`src/rtl/cse_pkg.sv`:
```
`default_nettype none

package cse_pkg;

   // Field widths fixed by the interface.
   localparam int XWidth = 16;
   localparam int OutWidth = 24;

   // Internal fixed-point formats.
   localparam int MagWidth = XWidth + 1;
   localparam int YWidth = 31;
   localparam int AccWidth = 64;
   localparam int HalfWidth = AccWidth / 2;
   localparam int ProdWidth = HalfWidth + YWidth;
   localparam int OutShift = 36;
   localparam int ProdShift = 24;
   localparam int CoefCount = 20;
   localparam int MaxPowerDefault = 20;

   // Largest square of the magnitude: 8.0 squared, 24 fraction bits.
   localparam logic [YWidth-1:0] YMax = YWidth'(64'h4000_0000);

   // Data word carried from stage to stage.
   typedef struct packed {
      logic [YWidth-1:0]   y;
      logic [AccWidth-1:0] acc;
   } stage_type;

   // Coefficient 1/(2k)! rounded to nearest at 2^-48.
   function automatic logic [AccWidth-1:0] coef(input logic [4:0] k);
      logic [AccWidth-1:0] value;
      unique case (k)
         5'd0: value = 64'd281474976710656;
         5'd1: value = 64'd140737488355328;
         5'd2: value = 64'd11728124029611;
         5'd3: value = 64'd390937467654;
         5'd4: value = 64'd6981026208;
         5'd5: value = 64'd77566958;
         5'd6: value = 64'd587628;
         5'd7: value = 64'd3229;
         5'd8: value = 64'd13;
         default: value = '0;
      endcase
      return value;
   endfunction

endpackage

`default_nettype wire

```
`src/rtl/cse_horner_step.sv`:
```
`default_nettype none

module cse_horner_step #(
   parameter logic [cse_pkg::AccWidth-1:0] Coef = '0
) (
   input  wire logic               clock,
   input  wire logic               reset,
   input  wire logic               up_valid,
   output logic                    up_ready,
   input  wire cse_pkg::stage_type up_data,
   output logic                    down_valid,
   input  wire logic               down_ready,
   output cse_pkg::stage_type      down_data
);

   localparam int HW = cse_pkg::HalfWidth;
   localparam int PW = cse_pkg::ProdWidth;
   localparam int AW = cse_pkg::AccWidth;
   localparam int PS = cse_pkg::ProdShift;
   localparam int UpShift = HW - PS;

   logic                      a_valid_ff;
   logic                      a_ready;
   logic [PW-1:0]             phi_ff;
   logic [PW-1:0]             phi_in;
   logic [PW-1:0]             plo_ff;
   logic [PW-1:0]             plo_in;
   logic [cse_pkg::YWidth-1:0] ya_ff;

   logic                      b_valid_ff;
   logic                      b_ready;
   cse_pkg::stage_type        b_data_ff;
   cse_pkg::stage_type        b_data_in;

   assign a_ready = !a_valid_ff || b_ready;
   assign b_ready = !b_valid_ff || down_ready;
   assign up_ready = a_ready;

   // First stage: two partial products of the accumulator halves with y.
   assign phi_in = PW'(up_data.acc[AW-1:HW]) * PW'(up_data.y);
   assign plo_in = PW'(up_data.acc[HW-1:0]) * PW'(up_data.y);

   always_ff @(posedge clock) begin
      if (reset) begin
         a_valid_ff <= 1'b0;
      end else if (a_ready) begin
         a_valid_ff <= up_valid;
      end
   end

   always_ff @(posedge clock) begin
      if (a_ready && up_valid) begin
         phi_ff <= phi_in;
         plo_ff <= plo_in;
         ya_ff <= up_data.y;
      end
   end

   // Second stage: align the halves, drop 24 fraction bits, add the coefficient.
   always_comb begin
      b_data_in.y = ya_ff;
      b_data_in.acc = {phi_ff[AW-UpShift-1:0], {UpShift{1'b0}}}
                    + AW'(plo_ff[PW-1:PS])
                    + Coef;
   end

   always_ff @(posedge clock) begin
      if (reset) begin
         b_valid_ff <= 1'b0;
      end else if (b_ready) begin
         b_valid_ff <= a_valid_ff;
      end
   end

   always_ff @(posedge clock) begin
      if (b_ready && a_valid_ff) begin
         b_data_ff <= b_data_in;
      end
   end

   assign down_valid = b_valid_ff;
   assign down_data = b_data_ff;

`ifndef SYNTH
   // A stalled product stage keeps its word.
   assert property (@(posedge clock) disable iff (reset)
      a_valid_ff && !b_ready |=> a_valid_ff && $stable(phi_ff) && $stable(plo_ff))
      else $error("product stage lost or changed a stalled word");

   // A stalled sum stage keeps its word.
   assert property (@(posedge clock) disable iff (reset)
      b_valid_ff && !down_ready |=> b_valid_ff && $stable(b_data_ff))
      else $error("sum stage lost or changed a stalled word");

   // The square of a Q4.12 magnitude never exceeds 8.0 squared.
   assert property (@(posedge clock) disable iff (reset)
      up_valid |-> up_data.y <= cse_pkg::YMax)
      else $error("square out of range");

   // The partial sum stays below the saturation point.
   assert property (@(posedge clock) disable iff (reset)
      b_valid_ff |-> b_data_ff.acc[AW-1:cse_pkg::OutShift+cse_pkg::OutWidth] == '0)
      else $error("partial sum out of range");
`endif

endmodule

`default_nettype wire

```
`config.mk`:
```
export PLATFORM = sky130hd
export DESIGN_NAME = cse_horner_step
export DESIGN_NICKNAME = d
export VERILOG_FILES = /design/src/rtl/cse_pkg.sv /design/src/rtl/cse_horner_step.sv
export SDC_FILE = /design/constraint.sdc
export NUM_CORES = 2
export LEC_CHECK = 0
export ABC_AREA = 0
export ABC_CLOCK_PERIOD_IN_PS = 12300
export BUFFER_PORTS_ARGS = -buffer_cell sky130_fd_sc_hd__buf_2
export CAP_MARGIN = 20
export CORE_MARGIN = 2
export CORE_UTILIZATION = 46
export DETAILED_ROUTE_END_ITERATION = 6
export HOLD_SLACK_MARGIN = 0.15
export PLACE_DENSITY = 0.61
export SKIP_CTS_REPAIR_TIMING = 1
export SLEW_MARGIN = 0
export SYNTH_ARGS = -nofsm -noshare
export SYNTH_HDL_FRONTEND = slang
export SYNTH_SLANG_ARGS = --single-unit
```
`constraint.sdc`:
```
create_clock -name clock -period 12.3 [get_ports clock]
set_input_delay 0.615 -clock clock [delete_from_list [all_inputs] [get_ports clock]]
set_output_delay 0.615 -clock clock [all_outputs]
set_load 0.01 [all_outputs]
```
Word-level counts from Yosys, hierarchy flattened:

Cells that the tools add are included.

* bits of input ports: 99
* output and inout bits: 97
* word-level logic and storage cells: 16
* register bits after elaboration: 247

* add/sub/neg operators: 1
* reductions and logical operators: 6
* multipliers: 2

Operator list (number)
* 64-bit by 39-bit adder with 64-bit output: 1
* 32-bit by 31-bit multiplier with 63-bit output: 1
* 32-bit by 31-bit multiplier with 56-bit output: 1
* 1-bit logical AND: 2
* 1-bit logical NOT: 2
* 1-bit logical OR: 2

Longest topological paths before layout:

* depth in word-level cells: 4
* depth in mapped cells: 29
* depth with buffers taken out: 27

Worst setup path after synthesis:

Ideal clock, no wire load.

* path kind: input -> register
* start: in up_data[86] in the netlist's numbering
* end: reg plo_ff[59], data pin
* library setup time: 0.137 ns
* stages: 26
* path buffers: 2
* required time: 12.163 ns
* slack: 4.596 ns
* data arrival time: 7.567 ns
* cell sequence: clkbuf_1 > clkbuf_1 > nand2_1 > fa_1 > inv_1 > fa_1 > inv_1 > fa_1 > inv_1 > fa_1 > fa_1 > fa_1 > fa_1 > inv_1 > fa_1 > inv_1 > ha_1 > a211o_1 > a21oi_2 > a21oi_1 > o211ai_1 > o211a_1 > o31ai_1 > o41a_1 > or4_1 > nand4_1

* word-level cells in the longest chain between the ends: 1

RTL lines
* start: declaration: RTL line cse_horner_step.sv:10 `input wire cse_pkg::stage_type up_data,`
* 32-bit by 31-bit multiplier with 63-bit output: RTL line cse_horner_step.sv:41 `assign plo_in = PW'(up_data.acc[HW-1:0]) * PW'(up_data.y);`
* via plo_in[59]: RTL line cse_horner_step.sv:27 `logic [PW-1:0] plo_in;`
* end signal: assignment: RTL line cse_horner_step.sv:54 `plo_ff <= plo_in;`
* end: declaration: RTL line cse_horner_step.sv:26 `logic [PW-1:0] plo_ff;`

The timed path passes the listed nets, and every way through them passes these cells.
A chain may end at the register's enable or synchronous reset.

Worst setup path in the final report:

* start: in up_data[73] in the netlist's numbering
* end: reg phi_ff[49], data pin

* word-level cells in the longest chain between the ends: 1

RTL lines
* 32-bit by 31-bit multiplier with 56-bit output: RTL line cse_horner_step.sv:40 `assign phi_in = PW'(up_data.acc[AW-1:HW]) * PW'(up_data.y);`
* via phi_in[49]: RTL line cse_horner_step.sv:25 `logic [PW-1:0] phi_in;`
* end signal: assignment: RTL line cse_horner_step.sv:53 `phi_ff <= phi_in;`
* end: declaration: RTL line cse_horner_step.sv:24 `logic [PW-1:0] phi_ff;`

The timed path passes the listed nets, and every way through them passes these cells.

==> metrics.yaml <==
run_status:
  status: "complete, no violations"
flow_run:
  cap_violations: 0
critical_path:
  crit_arrival_ns: 9.14
  crit_top_cell: "fa_1"
  critPathRequiredTime_ns: 12.67
  path_cells: "buf_2 > buf_4 > nand2_1 > fa_1 > fa_1 > fa_1 > fa_1 > inv_1 > fa_1 > fa_1 > fa_1 > inv_1 > fa_1 > inv_1 > ha_1 > and3_1 > nand2_1 > a2111oi_2 > o21ai_0 > nand3_1 > a21boi_1 > o21ai_0 > xnor2_1"
  start_kind: "input port"
  crit_type: "in2reg"
  critPathMaxFanout: 39
  max_stage_delay_ns: 0.84
  cp_slowest_cell: "a2111oi_2"
  cp-end-kind: "register"
logic_synthesis:
  async_flop_share_pct: 0
  ys_ff_latch: 223
  syn_nets: 9677
  syn_inst: 7371
  syn_area_mm2: 0.0706
  yosysMostFrequentCell: "fa_1"
  synth_warnings: 0
  synth-seq-area-share_pct: 9.46
  yosysUniqueCellTypes: 77
  yosys-top-cells-area: "fa_1 (49%), edfxtp_1 (9.4%), and2_1 (9.0%)"
  synth_top_cell_by_area: "fa_1"
  syn_avg_cell_area_um2: 9.58
  synth_common_cells: "fa_1 (1713), inv_1 (1675), nand2_1 (1034)"
  yosysTopAreaCellShare_pct: 48.6
  synth_ff_type: "edfxtp_1"
  synth_edf_count: 221
cts:
  h-tree-depth: 1
  insertion_delay_ns: 0.65
  cts_root_buf: "clkbuf_16"
  cts_made_buffers: 29
  cts_buffer_depth: 3
  clkSinkCount: 223
  path_clk_slew_ns: 0.06
  cts_tree: "yes"
sta:
  relSlewSlack_pct: 26.9
  rsz0062_at_grt: "false"
  slew_viol_final: 0
  hold_viol: 0
  fmax_mhz: 114
  fin_skew_ns: 0.0393
  tns_ns: 0
  period_needed_ns: 8.77
  setup_viol_count_final: 0
  tightest_slew_ns: 1.10
  period_share_pct: 71.3
grt:
  use_met3_pct: 4.14
  grt_antenna_before_repair: 13
  grt_pass1_vias: 54300
  busiest_layer: "met2"
  grt_overflow: 0
  grt_pass1_wl_um: 317000
  gr-usage-met2_pct: 43.9
  grt_max_degree: 72
  grt_usage_pct: 26.4
  met1_usage_pct: 35.9
final_layout:
  multi_input_comb_area_mm2: 0.0560
  final_nets: 9556
  fillers: 14300
  areaGrowthSynthToFinish_pct: 4.93
  seq_area_mm2: 0.00668
  layout-drive-gt1-share_pct: 4.74
floorplan:
  start_util_pct: 46.4
  dieHeight_um: 396
  core_area_mm2: 0.152
  chipWidth_um: 396
  die_area_mm2: 0.157
  io-pin-count: 196
  row_count: 143
routing:
  dr.pass1.iters: 5
  drc_errors: 0
  num_vias: 49800
  totalWireLength_um: 201000
  postRouteAntennaNets: 0
  drtIter0Drc: 3316
  routedWlPerCell_um: 21.6
  vias_per_cell: 5.35
place:
  portBuffers: 195
  gp_congestion: 0.925
  hpwl_um: 151000
worst_hold_path:
  min_path_type: "in2reg"
[cell usage in the layout (no fill, tap or decap), types with 10 or more instances in the layout]
| cell type | n |
|---|---|
| a31oi_1 | 21 |
| nor3_1 | 26 |
| nand2_1 | 1034 |
| buf_2 | 194 |
| and2_1 | 1011 |
| a21oi_1 | 123 |
| nor2b_1 | 21 |
| o21a_1 | 21 |
| o21ai_0 | 58 |
| ha_1 | 494 |
| clkbuf_16 | 29 |
| fa_1 | 1713 |
| nand3_1 | 28 |
| o211ai_1 | 10 |
| xnor2_1 | 101 |
| and4_1 | 10 |
| nand4_1 | 35 |
| nand2b_1 | 13 |
| nor2_1 | 73 |
| a21o_1 | 49 |
| a211oi_1 | 13 |
| edfxtp_1 | 221 |
| o21bai_1 | 20 |
| inv_1 | 1675 |
| and3_1 | 22 |
| xor2_1 | 49 |
| buf_4 | 72 |
[per-stage QoR]
stage	setup WS, ns	instance area [um^2]	hold WS (ns)	util (%)	cells
after floorplan	4.60	70600	0.400	-	7371
after global placement	3.31	73100	0.400	48.0	9246
after detailed placement	3.12	73100	0.405	48.0	9247
after CTS	3.81	74000	0.125	48.6	9301
after global routing	3.29	74100	0.212	48.7	9304
final	3.53	74100	0.225	48.7	9306
[layer usage]
layer  wire [um]  vias to the layer above
li1            -                    21300
met1       82200                    26400
met2       96800                     1762
met3       15300                      329
met4        6440                        8
met5          49                        -
[cell type report]
class / instances / area share (%)
Tap cell: 2030 / 3.43
Inverter: 1675 / 8.49
Clock inverter: 18 / 0.267
Timing Repair Buffer: 269 / 2.12
Antenna cell: 3 / 0.0101
Multi-Input combinational cell: 5052 / 75.6
Sequential cell: 223 / 9.01
Clock buffer: 36 / 1.03
[state kept, by name (all words and copies together), names as in the netlist]
| name | flops |
|---|---|
| down_data | 95 |
| ya_ff | 31 |
| phi_ff | 56 |
| plo_ff | 39 |
| a_valid_ff | 1 |
| down_valid | 1 |
[logic make-up after synthesis]
| family | Yosys count | share of synthesized area [%] |
|---|---|---|
| adders and majority gates | 2207 | 57.3 |
| DFF | 223 | 9.46 |
| xor gates and xnor gates | 150 | 1.86 |
| muxes | 1 | 0.0142 |
| AOI/OAI and AO/OA | 389 | 3.68 |
| buffers and inverters | 2096 | 11.2 |
| and+or+nand+nor | 2305 | 16.5 |
[critical path: cells and delay by family]
kind / cells / cell delay [ns]
adder cells (fa/ha/maj): 9 / 4.43
AO/OA/AOI/OAI: 4 / 1.57
buffers and inverters: 5 / 1.50
AND/OR/NAND/NOR: 4 / 0.87
XOR/XNOR: 1 / 0.10
[path summary, 6_finish.rpt]
kind / start / end / slack [ns] / cells past startpoint
worst max-delay path: up_data[73] / phi_ff[49] / 3.53 / 23
worst min-delay path: up_valid / a_valid_ff / 0.23 / 3
worst max register to register: phi_ff[1] / down_data[43] / 8.45 / 12
worst min register to register: ya_ff[12] / down_data[76] / 0.42 / 0
Power is left out: the tool's default activity adds up to more than one toggle a clock period on the data nets, which glitch-free logic cannot reach.
