--- src/rtl/cse_pkg.sv ---
`default_nettype none

package cse_pkg;

   // Field widths fixed by the interface.
   localparam int XWidth = 16;
   localparam int OutWidth = 24;

   // Internal fixed-point formats.
   localparam int MagWidth = XWidth + 1;
   localparam int YWidth = 31;
   localparam int AccWidth = 64;
   localparam int HalfWidth = AccWidth / 2;
   localparam int ProdWidth = HalfWidth + YWidth;
   localparam int OutShift = 36;
   localparam int ProdShift = 24;
   localparam int CoefCount = 20;
   localparam int MaxPowerDefault = 20;

   // Largest square of the magnitude: 8.0 squared, 24 fraction bits.
   localparam logic [YWidth-1:0] YMax = YWidth'(64'h4000_0000);

   // Data word carried from stage to stage.
   typedef struct packed {
      logic [YWidth-1:0]   y;
      logic [AccWidth-1:0] acc;
   } stage_type;

   // Coefficient 1/(2k)! rounded to nearest at 2^-48.
   function automatic logic [AccWidth-1:0] coef(input logic [4:0] k);
      logic [AccWidth-1:0] value;
      unique case (k)
         5'd0: value = 64'd281474976710656;
         5'd1: value = 64'd140737488355328;
         5'd2: value = 64'd11728124029611;
         5'd3: value = 64'd390937467654;
         5'd4: value = 64'd6981026208;
         5'd5: value = 64'd77566958;
         5'd6: value = 64'd587628;
         5'd7: value = 64'd3229;
         5'd8: value = 64'd13;
         default: value = '0;
      endcase
      return value;
   endfunction

endpackage

`default_nettype wire

--- src/rtl/cse_if.sv ---
`default_nettype none

// Request channel: one argument word per handshake.
interface cse_req_if;
   logic valid;
   logic ready;
   logic signed [cse_pkg::XWidth-1:0] x_value;

   modport source (output valid, output x_value, input ready);
   modport sink (input valid, input x_value, output ready);
endinterface


`default_nettype wire

--- src/rtl/cse_square.sv ---
`default_nettype none

module cse_square #(
   parameter logic [cse_pkg::AccWidth-1:0] InitCoef = '0
) (
   input  wire logic         clock,
   input  wire logic         reset,
   cse_req_if.sink           req_chan,
   output logic              down_valid,
   input  wire logic         down_ready,
   output cse_pkg::stage_type down_data
);

   logic                         valid_ff;
   logic                         valid_in;
   logic                         stage_ready;
   logic [cse_pkg::MagWidth-1:0] mag;
   logic [2*cse_pkg::MagWidth-1:0] square;
   cse_pkg::stage_type           data_ff;
   cse_pkg::stage_type           data_in;

   // The stage takes a word when it is empty or its word moves on.
   assign stage_ready = !valid_ff || down_ready;
   assign req_chan.ready = stage_ready;
   assign valid_in = req_chan.valid;

   // Magnitude of x; the most negative code gives exactly 8.0.
   always_comb begin
      if (req_chan.x_value[cse_pkg::XWidth-1]) begin
         mag = cse_pkg::MagWidth'(-$signed({req_chan.x_value[cse_pkg::XWidth-1],
                                            req_chan.x_value}));
      end else begin
         mag = cse_pkg::MagWidth'(req_chan.x_value);
      end
      square = mag * mag;
      data_in.y = square[cse_pkg::YWidth-1:0];
      data_in.acc = InitCoef;
   end

   always_ff @(posedge clock) begin
      if (reset) begin
         valid_ff <= 1'b0;
      end else if (stage_ready) begin
         valid_ff <= valid_in;
      end
   end

   always_ff @(posedge clock) begin
      if (stage_ready && valid_in) begin
         data_ff <= data_in;
      end
   end

   assign down_valid = valid_ff;
   assign down_data = data_ff;

endmodule

`default_nettype wire

--- src/flat_wrapper.sv ---
// flat-port wrapper written by rule: the top's interface ports become plain ports
module cse_square_flat 
#(
   parameter logic [cse_pkg::AccWidth-1:0] InitCoef = '0
)
  (clock, reset, down_valid, down_ready, down_data, req_chan_valid, req_chan_x_value, req_chan_ready);
  cse_req_if req_chan_i ();
  input  wire logic clock;
  input  wire logic reset;
  output logic down_valid;
  input  wire logic down_ready;
  output cse_pkg::stage_type down_data;
  input wire logic [$bits(req_chan_i.valid)-1:0] req_chan_valid;
  input wire logic [$bits(req_chan_i.x_value)-1:0] req_chan_x_value;
  output wire logic [$bits(req_chan_i.ready)-1:0] req_chan_ready;
  assign req_chan_i.valid = req_chan_valid;
  assign req_chan_i.x_value = req_chan_x_value;
  assign req_chan_ready = req_chan_i.ready;
  cse_square #(.InitCoef(InitCoef)) u_core (.clock(clock), .reset(reset), .req_chan(req_chan_i), .down_valid(down_valid), .down_ready(down_ready), .down_data(down_data));
endmodule
--- config.mk ---
export PLATFORM = sky130hd
export DESIGN_NAME = cse_square_flat
export DESIGN_NICKNAME = d
export VERILOG_FILES = /design/src/rtl/cse_pkg.sv /design/src/rtl/cse_if.sv /design/src/rtl/cse_square.sv /design/src/flat_wrapper.sv
export SDC_FILE = /design/constraint.sdc
export NUM_CORES = 1
export LEC_CHECK = 0
export BUFFER_PORTS_ARGS = -buffer_cell sky130_fd_sc_hd__buf_2
export CAP_MARGIN = 20
export CORE_MARGIN = 2
export CORE_UTILIZATION = 50
export CTS_CLUSTER_SIZE = 28
export DETAILED_ROUTE_END_ITERATION = 6
export PLACE_DENSITY = 0.75
export SLEW_MARGIN = 20
export SYNTH_ARGS = -nofsm -noshare
export SYNTH_HDL_FRONTEND = slang
export SYNTH_SLANG_ARGS = --single-unit
--- constraint.sdc ---
create_clock -name clock -period 27.4 [get_ports clock]
set_input_delay 8.22 -clock clock [delete_from_list [all_inputs] [get_ports clock]]
set_output_delay 8.22 -clock clock [all_outputs]
set_load 0.02 [all_outputs]
# After elaboration in Yosys (flattened, before gate mapping)
# Index checks and enable logic that the tools add are counted.
# W data, S select, Z words.
# op_classes
add_sub_neg	1
mul	1
n_mux	1
n_reduce_logical	3
# op_table
operator	count
$mul A17 B17 Y31	1
$mux W17	1
$neg A16 Y17	1
$logic_and A1 B1 Y1	1
$logic_not A1 Y1	1
$logic_or A1 B1 Y1	1
# totals
reg_bits	32
inputBits	20
out_inout_bits	97
word_cells	8

# Logic depth before layout (Yosys ltp)
# Gate-level depths: netlist of the first run.
# depth
depth_word	3
ltp_mapped	31
ltp_nobuf	29

# Worst setup path after synthesis of the first run
# OpenSTA, ideal clock, no wires.
# synth_timing
kind	input to output
from	in down_ready
to	out req_chan_ready
t_arrival_ps	8451
t_required_ps	19180
slack_ps	10729
path_stages	1
path_buffers	0
path_cell_list	nand2b_1
# synth_via
elab_chain_cells	1
# synth_rtl
item	line	text
from (decl)	flat_wrapper.sv:11	input wire logic down_ready;
$logic_or A1 B1 Y1	cse_square.sv:23	assign stage_ready = !valid_ff || down_ready;
to (decl)	flat_wrapper.sv:15	output wire logic [$bits(req_chan_i.ready)-1:0] req_chan_ready;
# Every way passes these cells.

# Worst setup path after layout of the first run
# Same ends and word-level chain as after synthesis.

==> results of run 1 <==
==> per-layer routing <==
metal / up-vias / global-route usage, % / share of wire (%)
met5: - / 0 / 0
met4: 0 / 4.47 / 2.0
met3: 35 / 4.51 / 6.6
met2: 182 / 34.9 / 51
met1: 3142 / 25.8 / 40
li1: 2973 / - / -
==> cells by family after synthesis <==
group	share of synthesized area, %
other cells	0.0807
xor+xnor	4.31
fa+ha+maj	53.4
simple gates	8.63
compound gates	6.69
buf+inv	17.0
flops	9.89
==> through the flow <==
stage	utilization (%)	setup WS (ps)	instance area (um2)
2_1_floorplan	-	10730	9670
3_3_place_gp	53.7	10560	9720
3_5_place_dp	53.7	10540	9720
4_1_cts	54.5	10540	9860
5_1_grt	54.5	10300	9860
6_report	54.5	10550	9860
==> synth_stat cells (3+ instances only) <==
library cell / count
a2111oi_0: 3
a211oi_1: 6
a21o_1: 11
a21oi_1: 18
and2_1: 4
and3_1: 3
buf_4: 65
clkbuf_1: 14
clkinv_1: 4
edfxtp_1: 30
fa_1: 190
ha_1: 93
inv_1: 272
nand2_1: 88
nand2b_1: 13
nor2_1: 47
nor3_1: 9
o21a_1: 10
o21ai_0: 20
o21bai_1: 3
o31a_1: 3
o31ai_1: 6
or3_1: 5
xnor2_1: 32
xor2_1: 12
==> cell type report <==
class                           count  area, um2
Fill cell                        1617       8230
Clock inverter                      2       12.5
Sequential cell                    31        921
Inverter                          277       1040
Clock buffer                        6        129
Multi-Input combinational cell    698       7160
Tap cell                          229        287
Timing Repair Buffer               58        308
==> cell usage in the layout (no fill, tap or decap), drive strengths merged, types with 2 or more instances in the layout <==
cell type,count
inv,273
o21bai,3
nand2b,13
o21ai,22
or3,6
nand2,88
xnor2,32
edfxtp,30
o21a,10
a2111oi,3
fa,190
or4b,2
o31a,3
buf,58
nor3,9
ha,93
o31ai,6
and2,4
nor2,48
a21o,11
a21oi,18
clkbuf,6
a211oi,6
and3,3
conb,98
clkinv,5
xor2,13
==> worst register-to-register path, cell delays in order (launching register included) <==
cell and delay [ps]:
dfxtp_1 300, nand2b_1 90, and2_1 130, buf_4 350
==> worst min-delay path by stage <==
stage / start / end / slack (ps) / cells past startpoint
2_1_floorplan: u_core.down_valid / u_core.down_valid / 730 / 2
3_3_place_gp: u_core.down_valid / u_core.down_valid / 500 / 2
3_5_place_dp: u_core.down_valid / u_core.down_valid / 510 / 2
4_1_cts: u_core.down_valid / u_core.down_valid / 520 / 2
5_1_grt: u_core.down_valid / u_core.down_valid / 570 / 2
6_report: u_core.down_valid / u_core.down_valid / 510 / 2
==> flip-flops by register name (all words and copies together) (netlist names) <==
| register | count |
|---|---|
| u_core.down_valid | 1 |
| u_core.down_data | 30 |
==> flow_summary.json, run 1 <==
{
  "cp-startpoint": "down_ready",
  "hp-class": "reg2reg",
  "viasPerCell": 4.87,
  "cts_buffers": 5,
  "cp-start-kind": "primary input",
  "critPathTopFamily": "buffers and inverters",
  "rows": 49,
  "worstSetupEndpoint": "req_chan_ready",
  "path_clk_slew_ps": 50,
  "stdcell_count": 1301,
  "synthesis.instances": 990,
  "r2r_end": "u_core.down_data[82]",
  "nNetsFinal": 1374,
  "grt_usage_pct": 20.1,
  "syn_area_per_cell_um2": 9.40,
  "fin_crit_sh_pct": 61.5,
  "ctsHoldBuffers": 0,
  "dr.pass1.iters": 5,
  "clk_latency_ps": 280,
  "initial_core_util_pct": 51.5,
  "route.detailed.wl_per_inst_um": 14.3,
  "grt_setup_unrepaired": "no",
  "cts_post_setup_buffers_inserted": 0,
  "critPathCaptureType": "output pin",
  "synth_top_cell_by_area": "fa_1",
  "coreArea_um2": 18100,
  "routed-via-count": 6332,
  "worstPathRequired_ps": 19180,
  "antennaDiodeCount": 0,
  "place_inst": 1293,
  "crit_fanout": 3,
  "post-dp-hpwl_mm": 16.4,
  "cts_tree": "done",
  "antenna_found_initial": 0,
  "setup_tns_ps": 0,
  "cp.buffers_inverters": 2,
  "seq_area_frac_synth_pct": 9.89,
  "max_freq_mhz": 59.3,
  "cp.depth": 3,
  "critPathKind": "in2out",
  "period_needed_ps": 16850,
  "synth_cell_types": 52,
  "cts_max_path_buffers": 2,
  "grt_pass1_vias": 6732,
  "post_cts_resized": 0,
  "async_flop_share_pct": 0,
  "slew_viol_final": 0,
  "rrSetupSlack_ps": 26160,
  "gp_congestion": 0.901,
  "ys.warnings.count": 0,
  "portBuffers": 51,
  "crit_slowest_cell": "buf_2",
  "slowest_delay_ps": 170,
  "clkSinkCount": 31,
  "synth_ff_type": "edfxtp_1",
  "ys_ff_latch": 31,
  "cp.arrival_ps": 8630,
  "synth-edff-count": 30,
  "dieHeight_um": 140,
  "drt_wl_total_mm": 18.7,
  "syn2layout_area_growth_pct": 5.91,
  "finalHoldViolations": 0,
  "grt_max_degree": 31,
  "setup_viol": 0,
  "synthTopCellsByArea": "fa_1 41%, ha_1 13%, inv_1 11%",
  "yosysTopAreaCellShare_pct": 40.9,
  "drv_cap": 0,
  "outcome": "completed",
  "worst_slew_pin_slew_ps": 1100,
  "timing.rr.start": "u_core.down_valid",
  "dieArea_um2": 19700,
  "io-pin-count": 117,
  "h-tree-depth": 2,
  "rr_worst_depth": 3,
  "postRouteAntennaNets": 0,
  "path_common_cell": "buf_2",
  "grt_pass1_wl_mm": 31.6,
  "grt-ovfl-total": 0,
  "drive_gt1_share_pct": 7.18,
  "synth.cell_area_um2": 9310,
  "root_buffer": "clkbuf_16",
  "fin_skew_ps": 4.85,
  "die_w_um": 140,
  "worstPathCellList": "buf_2, nand2b_1, buf_2",
  "relSlewSlack_pct": 26.1,
  "drtIter0Drc": 275,
  "whs_ps": 509,
  "route.detailed.drc": 0
}
Power of run 1 is left out: the tool's default activity adds up to more than one toggle a clock period on the data nets, which glitch-free logic cannot reach.
==> run 2, diff against run 1 <==
clock period = 16.17 ns   (was 27.4 ns; I/O delays follow)
==> flow_summary.json, run 2 (synthesis gave the netlist of run 1 again) <==
{
  "h-tree-depth": 2,
  "grt_usage_pct": 20.1,
  "post_cts_resized": 0,
  "antennaDiodeCount": 0,
  "antenna_found_initial": 0,
  "portBuffers": 51,
  "path_clk_slew_ps": 50,
  "grt_setup_unrepaired": "no",
  "drv_cap": 0,
  "cts_post_setup_buffers_inserted": 0,
  "crit_slowest_cell": "or4b_2",
  "largest_reg_flops": 30,
  "post-dp-hpwl_mm": 16.7,
  "grt_max_degree": 29,
  "drtIter0Drc": 361,
  "nNetsFinal": 1373,
  "cts_tree": "done",
  "worst_slew_pin_slew_ps": 1080,
  "root_buffer": "clkbuf_16",
  "rows": 49,
  "drt_wl_total_mm": 19.0,
  "route.detailed.wl_per_inst_um": 14.6,
  "multiInputGateArea_um2": 7160,
  "clkSinkCount": 31,
  "grt_pass1_wl_mm": 31.1,
  "cp.arrival_ps": 13170,
  "path_common_cell": "fa_1",
  "hp-class": "reg2reg",
  "stdcell_count": 1300,
  "outcome": "completed",
  "grt-ovfl-total": 0,
  "syn2layout_area_growth_pct": 5.78,
  "critPathTopFamily": "adder cells",
  "slowest_delay_ps": 660,
  "register_area_um2": 921,
  "viasPerCell": 4.95,
  "fin_crit_sh_pct": 80.8,
  "pre_cts_ws_ps": 2980,
  "final_common_cell": "inv_1",
  "setup_viol": 0,
  "rrSetupSlack_ps": 14810,
  "routed-via-count": 6439,
  "critPathKind": "in2reg",
  "fin_skew_ps": 6.79,
  "cts_max_path_buffers": 2,
  "cts_buffers": 5,
  "relSlewSlack_pct": 27.6,
  "critPathCaptureType": "flop",
  "initial_core_util_pct": 51.5,
  "dieHeight_um": 140,
  "setup_tns_ps": 0,
  "clk_latency_ps": 280,
  "dieArea_um2": 19700,
  "final_cell_mix": "272 x inv_1, 190 x fa_1, 98 x conb_1, 93 x ha_1, 88 x nand2_1",
  "dr.pass1.iters": 5,
  "cp.buffers_inverters": 7,
  "route.detailed.drc": 0,
  "crit_fanout": 12,
  "max_freq_mhz": 76.5,
  "worstPathRequired_ps": 16270,
  "period_needed_ps": 13070,
  "die_w_um": 140,
  "cp-start-kind": "primary input",
  "postRouteAntennaNets": 0,
  "fillers": 1606,
  "place_inst": 1292,
  "grt_pass1_vias": 6628,
  "worst_slack_ps": 3100,
  "coreArea_um2": 18100,
  "drive_gt1_share_pct": 6.91,
  "gp_congestion": 0.960,
  "io-pin-count": 117,
  "slew_viol_final": 0,
  "finalHoldViolations": 0,
  "ctsHoldBuffers": 0
}
run 2: cell types whose count changed in the layout (fill, tap and decap cells not counted), sizes merged:
| cell | previous run | this run |
|---|---|---|
| clkinvlp | 1 | 0 |
| buf | 58 | 57 |
| clkinv | 5 | 6 |
run 2: stage by stage:
step	area [um2]	utilization [%]	hold slack, ps
2_1_floorplan	9670	-	729
3_3_place_gp	9710	53.7	494
3_5_place_dp	9710	53.7	505
4_1_cts	9850	54.4	516
5_1_grt	9850	54.4	564
6_report	9850	54.4	515
run 2: layout make-up:
class	count	share of cell area, %
timing repair buffer	57	3.05
sequential	31	9.35
clock inverter	2	0.0762
clock buffer	6	1.31
tap	229	2.91
multi-input combinational	698	72.7
inverter	277	10.6
run 2: worst reg2reg max path: stages, from the launching register on:
cell	delay, ps
dfxtp_1	300
nand2b_1	100
and2_1	220
buf_4	370
run 2: path summary, 6_finish.rpt:
path	depth (start not counted)	from	endpoint
worst max-delay path	28	req_chan_x_value[0]	u_core.down_data[93]
worst max register to register	3	u_core.down_valid	u_core.down_data[64]
worst min-delay path	2	u_core.down_valid	u_core.down_valid
worst min register to register	2	u_core.down_valid	u_core.down_valid
run 2: routing by layer:
layer | track usage (%) | part of all wire [%] | up-vias
li1 | - | - | 2976
met4 | 5.05 | 2.2 | 0
met5 | 0 | 0 | -
met1 | 24.7 | 38 | 3207
met3 | 4.38 | 6.9 | 30
met2 | 35.9 | 53 | 226
Power of run 2 is left out for the same reason.
==> run 3, diff against run 2 <==
PLACE_DENSITY = 0.78   (was 0.75)
clock period = 10.6 ns   (was 16.17 ns; I/O delays follow)
==> flow_summary.json, run 3 (synthesis gave the netlist of run 1 again) <==
{
  "gp_congestion": 0.984,
  "period_needed_ps": 10240,
  "post-dp-hpwl_mm": 17.6,
  "io-pin-count": 117,
  "grt_pass1_vias": 7039,
  "h-tree-depth": 2,
  "outcome": "completed",
  "multiInputGateArea_um2": 7190,
  "worst_slew_pin_slew_ps": 756,
  "hp-class": "reg2reg",
  "grt_pass1_wl_mm": 33.1,
  "rows": 49,
  "routed-via-count": 6678,
  "clk_latency_ps": 290,
  "dieArea_um2": 19700,
  "root_buffer": "clkbuf_16",
  "antennaDiodeCount": 0,
  "cp.arrival_ps": 10350,
  "fin_crit_sh_pct": 96.6,
  "finalHoldViolations": 0,
  "portBuffers": 51,
  "route.detailed.drc": 0,
  "grt_max_degree": 31,
  "nNetsFinal": 1409,
  "path_clk_slew_ps": 60,
  "path_common_cell": "fa_1",
  "crit_slowest_cell": "or4b_4",
  "dieHeight_um": 140,
  "drtIter0Drc": 374,
  "final_common_cell": "inv_1",
  "cts_tree": "done",
  "relSlewSlack_pct": 49.2,
  "fin_skew_ps": 2.81,
  "die_w_um": 140,
  "drt_wl_total_mm": 20.1,
  "drv_cap": 0,
  "whs_ps": 509,
  "clkSinkCount": 31,
  "critPathKind": "in2reg",
  "critPathCaptureType": "flop",
  "coreArea_um2": 18100,
  "ctsHoldBuffers": 0,
  "route.detailed.wl_per_inst_um": 15.1,
  "postRouteAntennaNets": 0,
  "max_freq_mhz": 97.6,
  "slew_viol_final": 0,
  "final_cell_mix": "272 x inv_1, 190 x fa_1, 98 x conb_1, 93 x ha_1, 88 x nand2_1",
  "syn2layout_area_growth_pct": 9.61,
  "grt-ovfl-total": 0,
  "largest_reg_flops": 30,
  "fillers": 1539,
  "viasPerCell": 5.00,
  "cp-start-kind": "primary input",
  "initial_core_util_pct": 51.5,
  "dr.pass1.iters": 5,
  "drive_gt1_share_pct": 10.7,
  "slowest_delay_ps": 550,
  "crit_fanout": 4,
  "cts_max_path_buffers": 2,
  "worstPathRequired_ps": 10710,
  "setup_viol": 0,
  "grt_usage_pct": 21.4,
  "post_cts_resized": 0,
  "register_area_um2": 921,
  "cts_post_setup_buffers_inserted": 0,
  "antenna_found_initial": 2,
  "cts_buffers": 5
}
[run 3: layout make-up]
class | instances | share of cell area, %
multi-input combinational | 698 | 70.5
clock buffer | 5 | 1.23
clock inverter | 3 | 0.662
timing repair buffer | 93 | 5.59
sequential | 31 | 9.03
tap | 229 | 2.81
inverter | 277 | 10.2
[run 3: metal layers]
metal	GRT usage, %	vias up	wire (um)
met4	6.70	2	537
met5	0	-	13
met1	25.6	3353	7380
met2	37.4	240	10500
li1	-	3038	-
met3	6.15	45	1720
[run 3: path summary, 6_finish.rpt]
check / start / end / cells past startpoint / slack [ps]
hold reg to reg: u_core.down_valid / u_core.down_valid / 2 / 510
hold / removal: u_core.down_valid / u_core.down_valid / 2 / 510
setup / recovery: req_chan_x_value[1] / u_core.down_data[93] / 29 / 360
setup reg to reg: u_core.down_valid / u_core.down_data[66] / 3 / 9350
[run 3: worst max-delay path: cells and delay by family]
| family | cells | cell delay, ps |
|---|---|---|
| adder cells (fa/ha/maj) | 8 | 3450 |
| AND/OR/NAND/NOR | 6 | 1590 |
| AO/OA/AOI/OAI | 7 | 1320 |
| buffers and inverters | 7 | 540 |
| XOR/XNOR | 1 | 270 |
[run 3: per-stage QoR]
stage | setup slack, ps | std cells | instance area (um2) | setup TNS, ps | util [%]
after global placement | 104 | 1328 | 9980 | 0 | 55.2
after detailed placement | -52.5 | 1328 | 9980 | -54.4 | 55.2
after global routing | -0.663 | 1336 | 10200 | -0.663 | 56.4
final | 356 | 1336 | 10200 | 0 | 56.4
after CTS | 221 | 1336 | 10200 | 0 | 56.3
after floorplan | 17.4 | 1086 | 9670 | 0 | -
Power of run 3 is left out for the same reason.
