--- src/rtl/cse_pkg.sv ---
`default_nettype none

package cse_pkg;

   // Field widths fixed by the interface.
   localparam int XWidth = 16;
   localparam int OutWidth = 24;

   // Internal fixed-point formats.
   localparam int MagWidth = XWidth + 1;
   localparam int YWidth = 31;
   localparam int AccWidth = 64;
   localparam int HalfWidth = AccWidth / 2;
   localparam int ProdWidth = HalfWidth + YWidth;
   localparam int OutShift = 36;
   localparam int ProdShift = 24;
   localparam int CoefCount = 20;
   localparam int MaxPowerDefault = 20;

   // Largest square of the magnitude: 8.0 squared, 24 fraction bits.
   localparam logic [YWidth-1:0] YMax = YWidth'(64'h4000_0000);

   // Data word carried from stage to stage.
   typedef struct packed {
      logic [YWidth-1:0]   y;
      logic [AccWidth-1:0] acc;
   } stage_type;

   // Coefficient 1/(2k)! rounded to nearest at 2^-48.
   function automatic logic [AccWidth-1:0] coef(input logic [4:0] k);
      logic [AccWidth-1:0] value;
      unique case (k)
         5'd0: value = 64'd281474976710656;
         5'd1: value = 64'd140737488355328;
         5'd2: value = 64'd11728124029611;
         5'd3: value = 64'd390937467654;
         5'd4: value = 64'd6981026208;
         5'd5: value = 64'd77566958;
         5'd6: value = 64'd587628;
         5'd7: value = 64'd3229;
         5'd8: value = 64'd13;
         default: value = '0;
      endcase
      return value;
   endfunction

endpackage

`default_nettype wire

--- src/rtl/cse_if.sv ---
`default_nettype none


// Response channel: one result word per handshake.
interface cse_rsp_if;
   logic valid;
   logic ready;
   logic [cse_pkg::OutWidth-1:0] cosh_value;

   modport source (output valid, output cosh_value, input ready);
   modport sink (input valid, input cosh_value, output ready);
endinterface

`default_nettype wire

--- src/rtl/cse_output.sv ---
`default_nettype none

module cse_output (
   input  wire logic               clock,
   input  wire logic               reset,
   input  wire logic               up_valid,
   output logic                    up_ready,
   input  wire cse_pkg::stage_type up_data,
   cse_rsp_if.source               rsp_chan
);

   localparam int AW = cse_pkg::AccWidth;
   localparam int OW = cse_pkg::OutWidth;
   localparam int OS = cse_pkg::OutShift;

   logic          valid_ff;
   logic          stage_ready;
   logic [OW-1:0] cosh_ff;
   logic [OW-1:0] cosh_in;

   assign stage_ready = !valid_ff || rsp_chan.ready;
   assign up_ready = stage_ready;

   // Truncate to 12 fraction bits and saturate at the top code.
   always_comb begin
      if (up_data.acc[AW-1:OS+OW] != '0) begin
         cosh_in = '1;
      end else begin
         cosh_in = up_data.acc[OS+OW-1:OS];
      end
   end

   always_ff @(posedge clock) begin
      if (reset) begin
         valid_ff <= 1'b0;
      end else if (stage_ready) begin
         valid_ff <= up_valid;
      end
   end

   always_ff @(posedge clock) begin
      if (stage_ready && up_valid) begin
         cosh_ff <= cosh_in;
      end
   end

   assign rsp_chan.valid = valid_ff;
   assign rsp_chan.cosh_value = cosh_ff;

endmodule

`default_nettype wire

--- src/flat_wrapper.sv ---
// flat-port wrapper written by rule: the top's interface ports become plain ports
module cse_output_flat 
  (clock, reset, up_valid, up_ready, up_data, rsp_chan_valid, rsp_chan_cosh_value, rsp_chan_ready);
  cse_rsp_if rsp_chan_i ();
  input  wire logic clock;
  input  wire logic reset;
  input  wire logic up_valid;
  output logic up_ready;
  input  wire cse_pkg::stage_type up_data;
  output wire logic [$bits(rsp_chan_i.valid)-1:0] rsp_chan_valid;
  output wire logic [$bits(rsp_chan_i.cosh_value)-1:0] rsp_chan_cosh_value;
  input wire logic [$bits(rsp_chan_i.ready)-1:0] rsp_chan_ready;
  assign rsp_chan_valid = rsp_chan_i.valid;
  assign rsp_chan_cosh_value = rsp_chan_i.cosh_value;
  assign rsp_chan_i.ready = rsp_chan_ready;
  cse_output u_core (.clock(clock), .reset(reset), .up_valid(up_valid), .up_ready(up_ready), .up_data(up_data), .rsp_chan(rsp_chan_i));
endmodule
--- config.mk ---
export PLATFORM = sky130hd
export DESIGN_NAME = cse_output_flat
export DESIGN_NICKNAME = d
export VERILOG_FILES = /design/src/rtl/cse_pkg.sv /design/src/rtl/cse_if.sv /design/src/rtl/cse_output.sv /design/src/flat_wrapper.sv
export SDC_FILE = /design/constraint.sdc
export NUM_CORES = 1
export LEC_CHECK = 0
export BUFFER_PORTS_ARGS = -buffer_cell sky130_fd_sc_hd__buf_4
export CAP_MARGIN = 10
export CELL_PAD_IN_SITES_DETAIL_PLACEMENT = 1
export CELL_PAD_IN_SITES_GLOBAL_PLACEMENT = 1
export CORE_ASPECT_RATIO = 1.5
export CORE_UTILIZATION = 22
export DETAILED_ROUTE_END_ITERATION = 16
export GPL_TIMING_DRIVEN = 0
export PLACE_DENSITY_LB_ADDON = 0.1
export SLEW_MARGIN = 20
export SYNTH_ARGS = -nofsm -noshare
export SYNTH_HDL_FRONTEND = slang
export SYNTH_SLANG_ARGS = --single-unit
--- constraint.sdc ---
create_clock -name clock -period 2.7 [get_ports clock]
set_clock_uncertainty 0.1 [all_clocks]
set_input_delay 0.54 -clock clock [delete_from_list [all_inputs] [get_ports clock]]
set_output_delay 0.54 -clock clock [all_outputs]
set_load 0.02 [all_outputs]
; Word-level counts from Yosys, hierarchy flattened
; Cells that the tools add are included.
[totals]
regBits = 25
wordCells = 6
[op_classes]
n_reduce_logical = 4
[op_table]
columns = op, count
row1 = $reduce_bool 4->1, 1
row2 = $logic_and 1x1->1, 1
row3 = $logic_not 1->1, 1
row4 = $logic_or 1x1->1, 1

; Depth between registers and ports, before layout
; Gate-level depths: netlist (run 1).
[logic_depth]
ltp_word = 3
ltp_mapped = 3

; Least setup slack after synthesis (run 1)
; No wires, ideal clock.
[synth_path]
kind = input to register
startpoint = in rsp_chan_ready
endpoint = reg u_core.cosh_ff[0], in the netlist u_core.rsp_chan.cosh_value[0] (enable)
arrival_time_ns = 1.451
slack_ns = 0.767
cell_stages = 2
n_path_buf = 0
path_cell_list = nand2b_1 -> and2_1
[synth_between]
elab_chain_len = 2
[synth_rtl]
columns = item, line_no
row1 = "start, declared", flat_wrapper.sv:12  ; input wire logic [$bits(rsp_chan_i.ready)-1:0] rsp_chan_ready;
row2 = $logic_or 1x1->1, cse_output.sv:21  ; assign stage_ready = !valid_ff || rsp_chan.ready;
row3 = $logic_and 1x1->1, cse_output.sv:42  ; if (stage_ready && up_valid) begin
row4 = "end signal, assigned", cse_output.sv:43  ; cosh_ff <= cosh_in;
row5 = "end, declared", cse_output.sv:18  ; logic [OW-1:0] cosh_ff;
; No other way between the ends.
; A chain may end at the register's enable or synchronous reset.

; Worst setup path in the final report (run 1)
[layout_path]
startpoint = in rsp_chan_ready
endpoint = out up_ready
[layout_between]
elab_chain_len = 1
[layout_rtl]
columns = item, line_no
row1 = $logic_or 1x1->1, cse_output.sv:21
row2 = "end, declared", flat_wrapper.sv:8  ; output logic up_ready;
; No other way between the ends.

==> flow_summary.html, run 1 <==
<table>
<tr><th>Metric</th><th>Value</th></tr>
<tr><th colspan="2">Final layout</th></tr>
<tr><td>Combined flip-flop and latch cell area</td><td>between 700 and 800 um2</td></tr>
<tr><td>Fill cells</td><td>431</td></tr>
<tr><td>Number of diodes</td><td>0</td></tr>
<tr><td>Synth-to-Final Area Change</td><td>56.0%</td></tr>
<tr><td>Area of combinational cells with multiple inputs</td><td>194 um2</td></tr>
<tr><td>Final cell count without fillers</td><td>162</td></tr>
<tr><td>Net count reported at finish</td><td>217</td></tr>
<tr><td>Share of layout cells above drive strength 1</td><td>0.547</td></tr>
<tr><td>Cell area after layout</td><td>0.00148 mm2</td></tr>
<tr><th colspan="2">Synthesis</th></tr>
<tr><td>Synth cell types</td><td>9</td></tr>
<tr><td>Sequential element share of the synthesized area</td><td>0.782</td></tr>
<tr><td>Largest area contributor in the synthesized netlist</td><td>edfxtp_1</td></tr>
<tr><td>Syn nets</td><td>155</td></tr>
<tr><td>Netlist area before placement</td><td>947 um2</td></tr>
<tr><td>Yosys reg bits</td><td>25</td></tr>
<tr><td>Combinational family with the most area after synthesis</td><td>simple AND/OR/NAND/NOR gates</td></tr>
<tr><td>Most frequent cells after synthesis</td><td>edfxtp_1, nand2b_1, or2b_1</td></tr>
<tr><td>Most common flop cell mapped by yosys</td><td>edfxtp_1</td></tr>
<tr><td>Ys Warns</td><td>0</td></tr>
<tr><td>Arithmetic-cell share of the synthesized area counting full adders, half adders and majority gates</td><td>0</td></tr>
<tr><td>Count of flip-flops with a built-in enable after synthesis</td><td>24</td></tr>
<tr><td>Gate Count Post-Synth</td><td>56</td></tr>
<tr><td>Share of synthesized area spent on multiplexers</td><td>0</td></tr>
<tr><td>Average footprint of a synthesized cell</td><td>16.9 um2</td></tr>
<tr><td>Fraction of post-synthesis cell area in the top cell type by area</td><td>0.761</td></tr>
<tr><td>Share of the synthesized area in compound gates (AO/OA/AOI/OAI)</td><td>0.00528</td></tr>
<tr><td>Most common cell in the netlist</td><td>edfxtp_1</td></tr>
<tr><td>Simple-gate area share of the yosys netlist</td><td>0.198</td></tr>
<tr><td>Biggest area contributors in the synthesized netlist</td><td>edfxtp_1, nand2b_1, or2b_1</td></tr>
<tr><td>Area share of xor/xnor cells in the synthesized design</td><td>0</td></tr>
<tr><td>Share of synthesized flip-flops with an asynchronous set or reset</td><td>0</td></tr>
<tr><th colspan="2">Global routing</th></tr>
<tr><td>First-pass GRT wire length</td><td>3210 um</td></tr>
<tr><td>Maximum number of pins on one net before global-route repair</td><td>25</td></tr>
<tr><td>Via count of the first global-routing pass</td><td>679</td></tr>
<tr><td>Overall global routing resource usage</td><td>0.0938</td></tr>
<tr><td>Number of antenna violations at the first check in global routing</td><td>0</td></tr>
<tr><td>GR Overflow Total</td><td>0</td></tr>
<tr><th colspan="2">Pwr</th></tr>
<tr><td>Total net switching power</td><td>0.160 mW</td></tr>
<tr><td>Switching share of power</td><td>0.212</td></tr>
<tr><td>Largest vdd supply drop</td><td>between 0.2 and 0.3 mV</td></tr>
<tr><td>Power share of the clock group</td><td>0.296</td></tr>
<tr><td>Share of total power in combinational logic</td><td>0.120</td></tr>
<tr><td>Sequential group share of total power</td><td>0.585</td></tr>
<tr><td>Internal Pwr Total</td><td>0.592 mW</td></tr>
<tr><td>Leak</td><td>0.533 nW</td></tr>
<tr><td>Power density of the placed cells</td><td>509 mW/mm2</td></tr>
<tr><th colspan="2">Place</th></tr>
<tr><td>Post-detail-place hpwl</td><td>approximately 1500 um</td></tr>
<tr><td>Placer congestion estimate</td><td>0.607</td></tr>
<tr><td>Instance area after placement</td><td>0.00143 mm2</td></tr>
<tr><td>Number of cells after detailed placement</td><td>158</td></tr>
<tr><td>Count of input and output buffers</td><td>57</td></tr>
<tr><th colspan="2">Run</th></tr>
<tr><td>Max-cap violations</td><td>0</td></tr>
<tr><th colspan="2">Die</th></tr>
<tr><td>Chip Height</td><td>82.4 um</td></tr>
<tr><td>X dimension of the die</td><td>55.6 um</td></tr>
<tr><td>Number of top-level design ports</td><td>between 100 and 150</td></tr>
<tr><td>Die footprint</td><td>between 0.004 and 0.005 mm2</td></tr>
<tr><td>Starting utilization of the core area</td><td>0.235</td></tr>
<tr><td>Number of standard-cell rows in the floorplan</td><td>28</td></tr>
<tr><td>Core region area</td><td>0.00403 mm2</td></tr>
<tr><th colspan="2">Clocking</th></tr>
<tr><td>Quantity of hold-fixing buffers added after cts</td><td>0</td></tr>
<tr><td>Number of gates resized after cts</td><td>0</td></tr>
<tr><td>Clock tree from TritonCTS</td><td>yes</td></tr>
<tr><td>CTS sink count</td><td>25</td></tr>
<tr><td>Cell at the root of the clock tree</td><td>clkbuf_8</td></tr>
<tr><td>Inserted Clock Buffers</td><td>3</td></tr>
<tr><td>Clock latency on the worst-skew pair</td><td>0.26 ns</td></tr>
<tr><td>Count of buffers added by post-CTS timing repair for setup</td><td>0</td></tr>
<tr><td>Post-CTS clock slew at the launch and capture registers of the worst setup and hold paths</td><td>0.09 ns</td></tr>
<tr><td>Largest buffer count on any clock path</td><td>2</td></tr>
<tr><td>Depth of the CTS H-tree</td><td>1</td></tr>
<tr><th colspan="2">Routing</th></tr>
<tr><td>Router iterations before antenna repair</td><td>2</td></tr>
<tr><td>Post-detailed-route via-to-cell ratio</td><td>4.01</td></tr>
<tr><td>Metal-1 WL</td><td>between 700 and 800 um</td></tr>
<tr><td>Detailed Route WL</td><td>around 2100 um</td></tr>
<tr><td>WL per Instance</td><td>12.9 um</td></tr>
<tr><td>Count of vias placed by the detailed router</td><td>650</td></tr>
<tr><td>Wire length on met3</td><td>186 um</td></tr>
<tr><td>Number of nets still failing antenna checks after routing</td><td>0</td></tr>
<tr><td>Detailed Route Iter0 Violations</td><td>11</td></tr>
<tr><td>Max layer used</td><td>met4</td></tr>
<tr><td>Remaining design rule violation count</td><td>0</td></tr>
<tr><td>Met2 wirelength from detailed routing</td><td>1130 um</td></tr>
<tr><th colspan="2">Worst hold path</th></tr>
<tr><td>HP Class</td><td>primary input to flop</td></tr>
<tr><th colspan="2">Setup path</th></tr>
<tr><td>Data required time of the critical path</td><td>2.06 ns</td></tr>
<tr><td>Minimum setup slack among reg-to-reg paths</td><td>1.26 ns</td></tr>
<tr><td>Count of cells along the worst register-to-register path</td><td>2</td></tr>
<tr><td>Kind of critical path</td><td>primary input to output pin</td></tr>
<tr><td>Critical R2R Launch</td><td>u_core.rsp_chan.valid$_SDFFE_PP0P_</td></tr>
<tr><td>Startpoint types</td><td>primary input</td></tr>
<tr><td>Critical path launch point</td><td>rsp_chan_ready</td></tr>
<tr><td>Sort of element at the end of the critical path</td><td>output pin</td></tr>
<tr><td>Data arrival time at the worst-slack endpoint</td><td>0.98 ns</td></tr>
<tr><td>Worst Setup EP</td><td>up_ready</td></tr>
<tr><td>CP max FO</td><td>3</td></tr>
<tr><td>Crit Reg-Reg Endpoint</td><td>u_core.rsp_chan.cosh_value[17]$_SDFFCE_PP1P_</td></tr>
<tr><th colspan="2">Timing</th></tr>
<tr><td>Slew at the pin closest to its max-slew limit</td><td>0.586 ns</td></tr>
<tr><td>Post-Route Setup TNS</td><td>0 ns</td></tr>
<tr><td>Tightest slew margin relative to the limit</td><td>0.609</td></tr>
<tr><td>Setup-violating endpoint count in the final report</td><td>0</td></tr>
<tr><td>Slew Viols, Final</td><td>0</td></tr>
<tr><td>Portion of the clock cycle consumed by the worst path in the final layout</td><td>0.601</td></tr>
<tr><td>Highest attainable clock frequency</td><td>616 MHz</td></tr>
<tr><td>Final Hold Vio Count</td><td>0</td></tr>
<tr><td>RSZ-0062 raised after global routing</td><td>no</td></tr>
<tr><td>Period minus WS final</td><td>between 1.5 and 2 ns</td></tr>
<tr><th colspan="2">Status</th></tr>
<tr><td>Status</td><td>complete, no violations</td></tr>
</table>
## metrics by stage
stage | hold WS, ns | total power [mW] | util | worst slack (ns)
2_1_floorplan | 0.509 | 0.482 | - | 0.767
3_3_place_gp | 0.400 | 0.538 | 0.355 | 0.573
3_5_place_dp | 0.438 | 0.541 | 0.355 | 0.505
4_1_cts | 0.311 | 0.767 | 0.366 | 0.790
5_1_grt | 0.308 | 0.784 | 0.367 | 1.05
6_report | 0.319 | 0.752 | 0.367 | 1.08
## state kept, by name, indices dropped and copies added (netlist names)
name,cells
u_core.rsp_chan.valid,1
u_core.rsp_chan.cosh_value,24
## area by class of cell
class	instances	share of cell area
Inverter	1	0.00254
Clock buffer	4	0.0305
Multi-Input combinational cell	28	0.131
Timing Repair Buffer	57	0.290
Buffer	2	0.00677
Sequential cell	25	0.501
Tap cell	45	0.0381
## layer usage
layer | track usage | vias to the layer above
met1 | 0.103 | 295
met5 | 0 | -
met3 | 0.0202 | 4
met2 | 0.169 | 37
met4 | 0.0525 | 0
li1 | - | 314
## power by group through the flow
stage | combinational (mW) | clock, mW | sequential, mW
final | 0.0898 | 0.222 | 0.440
after global routing | 0.0963 | 0.247 | 0.441
after CTS | 0.0917 | 0.235 | 0.440
after detailed placement | 0.0914 | 0 | 0.449
after global placement | 0.0892 | 0 | 0.449
after floorplan | 0.0192 | 0 | 0.463
## cell usage in the layout (no fill, tap or decap), drive strengths merged
cell,netlist,routed
nand2b,22,22
edfxtp,24,24
and2,1,1
or2b,3,3
nor4,1,1
buf,2,59
a21oi,1,1
dfxtp,1,1
clkbuf,0,4
inv,1,1
## critical path, cell delays in order
cell	delay [ns]
buf_4	0.10
nand2b_1	0.17
buf_4	0.17
## logic make-up (layout without fill, tap and decap cells)
family                 after synthesis  count (layout)
buffers and inverters                3              64
and+or+nand+nor                     27              27
AOI/OAI and AO/OA                    1               1
DFF                                 25              25
## worst min path at each step
stage,cells past startpoint,slack (ns),endpoint,from
final,2,0.32,u_core.rsp_chan.valid$_SDFFE_PP0P_,reset
after CTS,2,0.31,u_core.rsp_chan.valid$_SDFFE_PP0P_,reset
after global routing,2,0.31,u_core.rsp_chan.valid$_SDFFE_PP0P_,reset
after global placement,2,0.40,u_core.rsp_chan.valid$_SDFFE_PP0P_,u_core.rsp_chan.valid$_SDFFE_PP0P_
after detailed placement,2,0.44,u_core.rsp_chan.valid$_SDFFE_PP0P_,u_core.rsp_chan.valid$_SDFFE_PP0P_
after floorplan,1,0.51,u_core.rsp_chan.valid$_SDFFE_PP0P_,reset
Note: power is estimated with default switching activity, not from simulation.
==> inputs of run 2 (changes only) <==
Settings changed: CORE_UTILIZATION 22 to 18.
Clock period 2.7 ns to 1.31 ns, I/O delays scaled along.
==> run 2 against run 1 <==
Global-route usage fell by 1.8 points. Cell area rose by 2.5%. Total power rose by 110%. Non-clock buffer count did not move. Critical path type is now flop to output pin. Largest power group unchanged.
==> flow_summary.html, run 2 (synthesized netlist as in run 1, its figures left out) <==
<table>
<tr><th>Metric</th><th>Value</th></tr>
<tr><th colspan="2">Place</th></tr>
<tr><td>Placer congestion estimate</td><td>0.577</td></tr>
<tr><td>Count of input and output buffers</td><td>57</td></tr>
<tr><td>Number of cells after detailed placement</td><td>181</td></tr>
<tr><th colspan="2">Pwr</th></tr>
<tr><td>Power density of the placed cells</td><td>1020 mW/mm2</td></tr>
<tr><td>Total net switching power</td><td>~0.32 mW</td></tr>
<tr><td>Power share of the clock group</td><td>0.291</td></tr>
<tr><td>Largest vdd supply drop</td><td>0.327 mV</td></tr>
<tr><td>Leak</td><td>0.540 nW</td></tr>
<tr><td>Switching share of power</td><td>0.208</td></tr>
<tr><td>Sequential group share of total power</td><td>0.587</td></tr>
<tr><td>Share of total power in combinational logic</td><td>0.122</td></tr>
<tr><td>Internal Pwr Total</td><td>1.22 mW</td></tr>
<tr><th colspan="2">Routing</th></tr>
<tr><td>Router iterations before antenna repair</td><td>4</td></tr>
<tr><td>Post-detailed-route via-to-cell ratio</td><td>between 3 and 4</td></tr>
<tr><td>WL per Instance</td><td>10.7 um</td></tr>
<tr><td>Remaining design rule violation count</td><td>0</td></tr>
<tr><td>Detailed Route Iter0 Violations</td><td>19</td></tr>
<tr><td>Count of vias placed by the detailed router</td><td>649</td></tr>
<tr><td>Detailed Route WL</td><td>1980 um</td></tr>
<tr><td>Number of nets still failing antenna checks after routing</td><td>0</td></tr>
<tr><th colspan="2">Clocking</th></tr>
<tr><td>Number of gates resized after cts</td><td>0</td></tr>
<tr><td>Clock tree from TritonCTS</td><td>yes</td></tr>
<tr><td>CTS sink count</td><td>25</td></tr>
<tr><td>Inserted Clock Buffers</td><td>3</td></tr>
<tr><td>Depth of the CTS H-tree</td><td>1</td></tr>
<tr><td>Post-CTS clock slew at the launch and capture registers of the worst setup and hold paths</td><td>0.08 ns</td></tr>
<tr><td>Quantity of hold-fixing buffers added after cts</td><td>0</td></tr>
<tr><td>Cell at the root of the clock tree</td><td>clkbuf_8</td></tr>
<tr><td>Clock latency on the worst-skew pair</td><td>around 0.26 ns</td></tr>
<tr><td>Largest buffer count on any clock path</td><td>2</td></tr>
<tr><td>Count of buffers added by post-CTS timing repair for setup</td><td>0</td></tr>
<tr><th colspan="2">Setup path</th></tr>
<tr><td>Slowest stage cell on the critical path</td><td>dfxtp_1</td></tr>
<tr><td>Combined buffer and inverter count along the critical path</td><td>1</td></tr>
<tr><td>Sort of element at the end of the critical path</td><td>output pin</td></tr>
<tr><td>Cell class contributing the biggest share of worst-path delay</td><td>flip-flops</td></tr>
<tr><td>Startpoint types</td><td>flop</td></tr>
<tr><td>Data arrival time at the worst-slack endpoint</td><td>around 0.87 ns</td></tr>
<tr><td>Cell Chain, Critical Path</td><td>nand2b_4, buf_4</td></tr>
<tr><td>CP max FO</td><td>3</td></tr>
<tr><td>Kind of critical path</td><td>flop to output pin</td></tr>
<tr><td>Slowest cell delay on critical path</td><td>0.38 ns</td></tr>
<tr><td>Data required time of the critical path</td><td>0.95 ns</td></tr>
<tr><th colspan="2">Status</th></tr>
<tr><td>Status</td><td>complete, no violations</td></tr>
<tr><th colspan="2">Run</th></tr>
<tr><td>Max-cap violations</td><td>0</td></tr>
<tr><th colspan="2">Final layout</th></tr>
<tr><td>Combined flip-flop and latch cell area</td><td>741 um2</td></tr>
<tr><td>Share of layout cells above drive strength 1</td><td>0.556</td></tr>
<tr><td>Top library cells by usage in the layout, fill and taps aside</td><td>buf_4, edfxtp_1, nand2b_1</td></tr>
<tr><td>Final design utilization</td><td>0.298</td></tr>
<tr><td>Area of combinational cells with multiple inputs</td><td>203 um2</td></tr>
<tr><td>Flip-flop count of the largest register, all copies and words added</td><td>24</td></tr>
<tr><td>Final cell count without fillers</td><td>185</td></tr>
<tr><td>Net count reported at finish</td><td>217</td></tr>
<tr><td>Number of diodes</td><td>0</td></tr>
<tr><td>Synth-to-Final Area Change</td><td>60.0%</td></tr>
<tr><td>Fill cells</td><td>576</td></tr>
<tr><td>Commonest non-fill, non-tap cell in the layout</td><td>buf_4</td></tr>
<tr><th colspan="2">Timing</th></tr>
<tr><td>RSZ-0062 raised after global routing</td><td>no</td></tr>
<tr><td>Period minus WS final</td><td>~1.2 ns</td></tr>
<tr><td>Tightest slew margin relative to the limit</td><td>0.772</td></tr>
<tr><td>Slew Viols, Final</td><td>0</td></tr>
<tr><td>Final Hold Vio Count</td><td>0</td></tr>
<tr><td>Portion of the clock cycle consumed by the worst path in the final layout</td><td>0.937</td></tr>
<tr><td>Slew at the pin closest to its max-slew limit</td><td>0.342 ns</td></tr>
<tr><td>Setup-violating endpoint count in the final report</td><td>0</td></tr>
<tr><td>Highest attainable clock frequency</td><td>815 MHz</td></tr>
<tr><th colspan="2">Die</th></tr>
<tr><td>Number of standard-cell rows in the floorplan</td><td>32</td></tr>
<tr><td>Core region area</td><td>0.00508 mm2</td></tr>
<tr><td>Number of top-level design ports</td><td>125</td></tr>
<tr><td>Chip Height</td><td>90.8 um</td></tr>
<tr><td>X dimension of the die</td><td>61.2 um</td></tr>
<tr><td>Starting utilization of the core area</td><td>0.186</td></tr>
<tr><td>Die footprint</td><td>0.00556 mm2</td></tr>
<tr><th colspan="2">Worst hold path</th></tr>
<tr><td>HP Class</td><td>primary input to flop</td></tr>
<tr><th colspan="2">Global routing</th></tr>
<tr><td>Via count of the first global-routing pass</td><td>679</td></tr>
<tr><td>First-pass GRT wire length</td><td>3020 um</td></tr>
<tr><td>GR Overflow Total</td><td>0</td></tr>
<tr><td>Overall global routing resource usage</td><td>0.0756</td></tr>
<tr><td>Maximum number of pins on one net before global-route repair</td><td>25</td></tr>
<tr><td>Number of antenna violations at the first check in global routing</td><td>0</td></tr>
</table>
## run 2: power by group through the flow
stage	registers, mW	logic [mW]	clock network [mW]
after floorplan	0.955	0.0434	0
after global placement	0.925	0.189	0
after detailed placement	0.925	0.192	0
after CTS	0.907	0.192	0.489
after global routing	0.910	0.201	0.514
final	0.907	0.188	0.450
## run 2: per-layer routing
metal  GRT usage  share of wire  vias to the layer above
met5           0              0                        -
met4      0.0398          0.011                        0
met3      0.0258          0.088                        2
met2       0.126           0.52                       36
met1      0.0802           0.38                      297
li1            -              -                      314
## run 2: area by class of cell
cell class / instances / area share
multi-input cells: 28 / 0.134
clock buffers: 4 / 0.0297
plain buffers: 2 / 0.00661
well taps: 68 / 0.0562
repair buffers: 57 / 0.282
flip-flops and latches: 25 / 0.489
inverters: 1 / 0.00248
## run 2: worst paths after layout
path	from	end	slack (ns)	depth (start not counted)
max reg2reg	u_core.rsp_chan.valid$_SDFFE_PP0P_	u_core.rsp_chan.cosh_value[2]$_SDFFCE_PP1P_	0.10	2
max	u_core.rsp_chan.valid$_SDFFE_PP0P_	up_ready	0.08	2
min	reset	u_core.rsp_chan.valid$_SDFFE_PP0P_	0.04	2
min reg2reg	u_core.rsp_chan.valid$_SDFFE_PP0P_	u_core.rsp_chan.valid$_SDFFE_PP0P_	0.41	2
## run 2: per-stage QoR
step / setup TNS, ns / worst slack, ns / area [um2] / power, mW / hold slack (ns)
3_5_place_dp: -4.09 / -0.203 / 1470 / 1.12 / 0.323
2_1_floorplan: 0 / 0.0699 / 957 / 0.998 / 0.231
6_report: 0 / 0.0823 / 1520 / 1.54 / 0.0394
4_1_cts: 0 / 0.0637 / 1520 / 1.59 / 0.0260
5_1_grt: 0 / 0.0126 / 1520 / 1.63 / 0.0240
3_3_place_gp: -3.91 / -0.199 / 1470 / 1.11 / 0.315
